`src/design/hbf_pkg.sv`:
```
// Shared widths, limits, register indexes and payload types for the bond force pipeline.
package hbf_pkg;

  localparam int IDX_W  = 16;
  localparam int POS_W  = 32;
  localparam int R0_W   = 24;
  localparam int K_W    = 32;
  localparam int BOX_W  = 32;
  localparam int BOXD_W = 31;
  localparam int FRC_W  = 48;
  localparam int EN_W   = 48;

  // separation component, signed, magnitude <= 2^32 - 1
  localparam int DW     = POS_W + 1;
  // minimum-image divider: |2d + diag| magnitude and 2*diag
  localparam int WQ_W   = DW + 1;
  localparam int WD_W   = BOXD_W + 1;
  // squared length and its root
  localparam int SQ_W   = 2 * POS_W + 2;
  localparam int R_W    = 34;
  // |r - r0|
  localparam int AD_W   = R_W;
  // force divider
  localparam int NUM_W  = 99;
  localparam int FDEN_W = R_W + 8;
  localparam int FQ_W   = FRC_W;

  localparam logic signed [2*DW-1:0] DLIM_POS = 66'sd4294967295;
  localparam logic signed [2*DW-1:0] DLIM_NEG = -66'sd4294967295;
  localparam logic [FRC_W-1:0] FPOS = 48'h7FFF_FFFF_FFFF;
  localparam logic [FRC_W-1:0] FNEG = 48'h8000_0000_0000;
  localparam logic [EN_W-1:0]  ELIM = 48'hFFFF_FFFF_FFFF;

  localparam int CFG_IDX_W = 3;
  localparam logic [CFG_IDX_W-1:0] CFG_PERIODIC = 3'd0;
  localparam logic [CFG_IDX_W-1:0] CFG_BOX_A_X  = 3'd1;
  localparam logic [CFG_IDX_W-1:0] CFG_BOX_B_X  = 3'd2;
  localparam logic [CFG_IDX_W-1:0] CFG_BOX_B_Y  = 3'd3;
  localparam logic [CFG_IDX_W-1:0] CFG_BOX_C_X  = 3'd4;
  localparam logic [CFG_IDX_W-1:0] CFG_BOX_C_Y  = 3'd5;
  localparam logic [CFG_IDX_W-1:0] CFG_BOX_C_Z  = 3'd6;

  typedef logic [2:0][DW-1:0] dvec_t;

  typedef struct packed {
    logic [IDX_W-1:0] a_idx;
    logic [IDX_W-1:0] b_idx;
    logic [K_W-1:0]   k;
    logic [R0_W-1:0]  r0;
  } bond_side_t;

  typedef struct packed {
    dvec_t      d;
    bond_side_t b;
  } item_t;

endpackage

```
`src/design/hbf_sqrt.sv`:
```
// Pipelined integer square root, one root bit per stage, with side payload.
module hbf_sqrt import hbf_pkg::*; #(
  parameter int RT_W   = R_W,
  parameter int SIDE_W = 1
) (
  input  logic              clk,
  input  logic              rst_n,
  input  logic              adv,
  input  logic              in_valid,
  input  logic [SQ_W-1:0]   in_sq,
  input  logic [SIDE_W-1:0] in_side,
  output logic              out_valid,
  output logic [RT_W-1:0]   out_root,
  output logic [SIDE_W-1:0] out_side
);

  localparam int SW    = 2 * RT_W;
  localparam int REM_W = RT_W + 3;

  logic              v_r    [RT_W];
  logic [REM_W-1:0]  rem_r  [RT_W];
  logic [RT_W-1:0]   root_r [RT_W];
  logic [SW-1:0]     sr_r   [RT_W];
  logic [SIDE_W-1:0] side_r [RT_W];

  for (genvar s = 0; s < RT_W; s++) begin : g_stage
    logic              v_prev;
    logic [REM_W-1:0]  rem_prev;
    logic [RT_W-1:0]   root_prev;
    logic [SW-1:0]     sr_prev;
    logic [SIDE_W-1:0] side_prev;
    logic [REM_W-1:0]  t;
    logic [REM_W-1:0]  trial;
    logic              ge;

    if (s == 0) begin : g_first
      assign v_prev    = in_valid;
      assign rem_prev  = '0;
      assign root_prev = '0;
      assign sr_prev   = SW'(in_sq);
      assign side_prev = in_side;
    end else begin : g_next
      assign v_prev    = v_r[s-1];
      assign rem_prev  = rem_r[s-1];
      assign root_prev = root_r[s-1];
      assign sr_prev   = sr_r[s-1];
      assign side_prev = side_r[s-1];
    end

    // remainder never exceeds twice the partial root
    assign t     = {rem_prev[REM_W-3:0], sr_prev[SW-1 -: 2]};
    assign trial = {1'b0, root_prev, 2'b01};
    assign ge    = (t >= trial);

    always_ff @(posedge clk) begin
      if (!rst_n) begin
        v_r[s] <= 1'b0;
      end else if (adv) begin
        v_r[s] <= v_prev;
      end
      if (adv) begin
        rem_r[s]  <= ge ? (t - trial) : t;
        root_r[s] <= {root_prev[RT_W-2:0], ge};
        sr_r[s]   <= {sr_prev[SW-3:0], 2'b00};
        side_r[s] <= side_prev;
      end
    end
  end

  assign out_valid = v_r[RT_W-1];
  assign out_root  = root_r[RT_W-1];
  assign out_side  = side_r[RT_W-1];

endmodule

```
`config.mk`:
```
export PLATFORM = sky130hd
export DESIGN_NAME = hbf_sqrt
export DESIGN_NICKNAME = d
export VERILOG_FILES = /design/src/design/hbf_pkg.sv /design/src/design/hbf_sqrt.sv
export SDC_FILE = /design/constraint.sdc
export NUM_CORES = 2
export LEC_CHECK = 0
export BUFFER_PORTS_ARGS = -buffer_cell sky130_fd_sc_hd__buf_2
export CORE_MARGIN = 2
export CORE_UTILIZATION = 64
export CTS_CLUSTER_DIAMETER = 120
export DETAILED_ROUTE_END_ITERATION = 10
export PLACE_DENSITY = 0.86
export SLEW_MARGIN = 10
export SYNTH_ARGS = -nofsm -noshare
export SYNTH_HDL_FRONTEND = slang
export SYNTH_MEMORY_MAX_BITS = 65536
export SYNTH_SLANG_ARGS = --single-unit
```
`constraint.sdc`:
```
create_clock -name clk -period 4.09 [get_ports clk]
set_input_delay 0.818 -clock clk [delete_from_list [all_inputs] [get_ports clk]]
set_output_delay 0.818 -clock clk [all_outputs]
set_load 0.01 [all_outputs]
```
Word level (Yosys, flattened, before mapping)
Memory sizes are Yosys's and may differ from the RTL's.
Index checks and enable logic that the tools add are counted.

storage, ports and cells
  bits in writable memories = 4,726
  output and inout port bits = 36
  memories = 5
  logic and storage cells = 177
  register bits after elaboration = 0
  input port bits = 71

operators by class
  magnitude comparators = 33
  bitwise logic cells = 34
  $add $sub $neg = 33
  mux-type cells = 72

memory list
  name    depth  width  rd ports  clocked after Yosys merged registers in  wr ports  line            source
  sr_r    34     66     33        0                                        34        hbf_sqrt.sv:23  logic [SW-1:0] sr_r [RT_W];
  rem_r   34     37     33        0                                        34        hbf_sqrt.sv:21  logic [REM_W-1:0] rem_r [RT_W];
  root_r  34     34     34        0                                        34        hbf_sqrt.sv:22  logic [RT_W-1:0] root_r [RT_W];
  side_r  34     1      34        0                                        34        hbf_sqrt.sv:24  logic [SIDE_W-1:0] side_r [RT_W];
  v_r     34     1      34        0                                        34        hbf_sqrt.sv:20  logic v_r [RT_W];

operators by type and width
  cell                            number
  >= comparator 37 x 36 -> 1 bit  33
  two-way mux 37 bit              33
  subtractor 37 x 36 -> 37 bit    33
  two-way mux 1 bit               39
  OR 1 bit                        34

Depth between registers and ports, before layout
  depth after elaboration = 4
  mapped depth = 15
  mapped depth without buffers = 14

Worst setup path before layout
Ideal clock, no wire load.

  path type = register to register
  start point = mem rem_r[27][1] (netlist bit)
  end point = mem rem_r[28][15] (netlist bit), data pin
  data arrival time = 3.394 ns
  slack = 0.426 ns
  path buffers = 2
  setup time = 0.270 ns
  period minus slack after synthesis = 3.664 ns
  stages on the path, launching flop included = 14
  data required time = 3.820 ns
  path through = edfxtp_1 ha_1 or3_1 o22ai_1 nor3_1 o41ai_1 a22oi_1 a2111oi_1 o21a_1 inv_1 buf_2 clkbuf_1 nor2_1 a21oi_1

RTL lines
  what             line
  start, declared  hbf_sqrt.sv:21

==> impl_metrics.csv <==
group,metric,value,unit
route,wl,266400,um
timing,final.min_clock_period,4.046,ns
die,fp.dieW,451.9,um
yosys,ys_dominant_reg_cell,"edfxtp_1",
worst_setup_path,path_depth,11,
hold_path,hold_class,"input port to flip-flop",
power,leakagePower,54.48,nW
cts,cts_tree,"built",
timing,whs,0.04532,ns
route,via_per_inst,6.061,
layout,drive_gt1_frac,0.07757,
power,clkPwrFrac,0.319,
status,status,"finished clean",
worst_setup_path,arrival,4.65,ns
route,drt-wirelength-per-cell,20.58,um
timing,fmax,247.2,MHz
power,ir_worst_vdd,0.0004909,V
power,powerDensity,562.2,nW/um2
timing,slew_headroom,0.3296,
global_routing,grtUsageTotal,0.2581,
cts,clkTransAtPathRegs,0.06,ns
global_routing,grt_pass1_wl,418800,um
timing,fin_crit_sh,0.9891,
route,vias,78460,
placed_design,io_buffers,105,
die,ios,107,
route,drtIter0Drc,7966,
yosys,ys_ff_latch,2818,
timing,worst_pin_slew,0.9802,ns
hold_path,hold_depth,1,
die,core_area,199700,um2
yosys,netlist.top_cell.by_area,"edfxtp_1",
cts,cts_inserted_buffers,296,
timing,final_max_slew_viol_count,0,
yosys,avgSynthCellArea,13.22,um2
die,start_util,0.6431,
cts,htreeDepth,5,
die,rows,164,
job,maxCapViolCount,0,
worst_setup_path,r2r_start,"rem_r[14][3]",
die,fp.dieH,451.9,um
worst_setup_path,critPathMaxStageDelay,0.68,ns
layout,fill_cells,12430,
worst_setup_path,cp_slowest_cell,"or4_1",
cts,root_buffer,"clkbuf_16",
cts,insertion_delay,0.92,ns
cts,clockBufferDepth,4,
yosys,async_reset_ff_frac,0,
route,drc,0,
worst_setup_path,required,4.69,ns
power,p_int,0.05775,W
power,seq_power_share,0.484,
layout,area_growth,10.87,%
placed_design,dp_hpwl,182000,um
global_routing,grt_overflow,0,
timing,finalSetupViolCount,0,
global_routing,grt_pass1_vias,78110,
worst_setup_path,path_max_fanout,10,
timing,fin_worst_skew,0.07266,ns
worst_setup_path,critPathLaunchType,"flip-flop",
layout,final-seq-area,84610,um2
power,switchingPower,0.02229,W
yosys,ys_types,91,
yosys,syn_inst,9714,
yosys,synth_area,128400,um2
timing,timing.final.hold_violations,0,
worst_setup_path,startpoint,"rem_r[14][3]",
worst_setup_path,cp-end-kind,"flip-flop",
placed_design,preCtsSetupSlack,0.1828,ns
placed_design,gp_congestion,0.9441,
cts,clock-sinks,2818,
route,ant_nets,0,
power,switching_share,0.2785,
layout,multiInputGateArea,40350,um2
yosys,synth_top_cell_area_share,0.6588,
yosys,synth_edf_count,2817,
power,power.total,0.08003,W
worst_setup_path,crit_type,"flip-flop to flip-flop",
power,combinationalPowerShare,0.196,
yosys,ys_warn_count,0,
global_routing,antenna_found_initial,1,
timing,finalSetupTns,0,ns
route,dr.pass1.iters,9,
hold_path,min_from,"in_sq[50]",
worst_setup_path,reg2regPathDepth,11,
layout,fin_nets,10750,
yosys,synth_area_leaders,"edfxtp_1, ha_1, xor2_1",
die,die-area,204200,um2
timing,rsz0062_at_grt,"false",
worst_setup_path,cp_top_family,"compound AO/OA/AOI/OAI gates",
worst_setup_path,critical_path.cell_chain,"ha_1 > a21o_1 > a21oi_1 > inv_1 > o21ai_0 > a21boi_0 > o21bai_1 > a21oi_1 > or4_1 > o41ai_1 > o21ai_0",
global_routing,grt_max_degree,177,
timing,layout_setup_ws,0.04440,ns
worst_setup_path,path_buf_inv,1,
yosys,ys_seq_area_frac,0.6589,
[worst reg2reg max path: stages (launching register included)]
cell and delay [ns]:
edfxtp_1 0.44, ha_1 0.43, a21o_1 0.20, a21oi_1 0.35, inv_1 0.12, o21ai_0 0.28, a21boi_0 0.20, o21bai_1 0.24
a21oi_1 0.15, or4_1 0.68, o41ai_1 0.41, o21ai_0 0.23
[power groups by stage]
stage	registers, W	clock network (W)	logic [W]
finish	0.0388	0.0256	0.0157
global route	0.0391	0.0270	0.0173
CTS	0.0387	0.0260	0.0155
detailed placement	0.0392	0	0.0153
global placement	0.0391	0	0.0148
floorplan	0.0381	0	0.0112
[stage by stage]
step	instance area (um2)	utilization	std cells
after floorplan	128400	-	9715
after global placement	133100	0.6667	12430
after detailed placement	133100	0.6667	12430
after CTS	142300	0.7129	12940
after global routing	142400	0.7130	12940
final	142400	0.7130	12950
[cell usage after synthesis (all sizes together), types with 73 or more instances]
| library cell | instances |
|---|---|
| a21o | 252 |
| a21oi | 590 |
| and3 | 79 |
| clkbuf | 182 |
| edfxtp | 2817 |
| ha | 596 |
| inv | 747 |
| mux2 | 73 |
| nand2 | 682 |
| nand2b | 125 |
| nand3 | 161 |
| nand4 | 101 |
| nor2 | 555 |
| nor2b | 82 |
| nor3 | 229 |
| nor4 | 146 |
| o21a | 101 |
| o21ai | 505 |
| or3 | 91 |
| xnor2 | 446 |
| xor2 | 465 |
[cell type report]
class,instances,share of cell area
Multi-Input combinational cell,5951,0.2834
Antenna cell,2,0.00003516
Tap cell,2656,0.02334
Clock inverter,124,0.008305
Clock buffer,376,0.05533
Sequential cell,2818,0.5943
Inverter,748,0.01972
Timing Repair Buffer,270,0.01550
[path summary, 6_finish.rpt]
| path | endpoint | slack (ns) |
|---|---|---|
| min | sr_r[0][50] | 0.05 |
| min reg2reg | sr_r[13][58] | 0.40 |
| max | rem_r[15][20] | 0.04 |
| max reg2reg | rem_r[15][20] | 0.04 |
[placed cells by master (no fill, tap or decap), types with 35 or more instances in the layout]
| master | count |
|---|---|
| a211oi_1 | 41 |
| and3_1 | 79 |
| nor4_1 | 143 |
| clkbuf_16 | 304 |
| edfxtp_1 | 2817 |
| nand2_1 | 682 |
| or4_1 | 64 |
| nor2_1 | 555 |
| a21oi_1 | 588 |
| o21ai_0 | 505 |
| nand3_1 | 161 |
| or2_2 | 35 |
| nor3_1 | 226 |
| nor2b_1 | 81 |
| a21o_1 | 252 |
| nand2b_1 | 125 |
| ha_1 | 596 |
| or3_1 | 90 |
| inv_1 | 744 |
| mux2_2 | 73 |
| a31oi_1 | 38 |
| clkinv_1 | 47 |
| buf_4 | 118 |
| xnor2_1 | 446 |
| xor2_1 | 465 |
| o21a_1 | 101 |
| o21bai_1 | 60 |
| o31ai_1 | 64 |
| nand4_1 | 101 |
| clkinv_2 | 36 |
| clkbuf_1 | 72 |
| buf_2 | 104 |
[logic make-up after synthesis]
kind of cell,Yosys count,synth area share
multiplexers,78,0.006792
XOR/XNOR,911,0.06214
flip-flops,2818,0.6589
other,1,0.00002920
AND/OR/NAND/NOR,2467,0.09488
AO/OA/AOI/OAI,1897,0.09138
adder cells (fa/ha/maj),596,0.05807
buffers and inverters,946,0.02779
[flip-flops by register name, indices dropped and copies added, names as in the netlist]
name and count:
side_r 34, rem_r 1067, sr_r 1122, v_r 34
root_r 561
[per-layer routing]
| layer | GRT usage | vias up | part of all wire | wire (um) |
|---|---|---|---|---|
| met5 | 0 | - | 0 | 0 |
| met4 | 0.1182 | 0 | 0.049 | 12970 |
| met3 | 0.03273 | 805 | 0.052 | 13730 |
| met2 | 0.4531 | 3005 | 0.51 | 135200 |
| met1 | 0.3199 | 37970 | 0.39 | 104500 |
| li1 | - | 36680 | - | - |
[what timing repair did]
item,CTS,global route
hold endpoints to repair,16,0
gates resized for setup,0,5
hold buffers,16,0
setup buffers,0,0
endpoints found under the setup margin,0,28
Power figures use the tool's default switching activity.
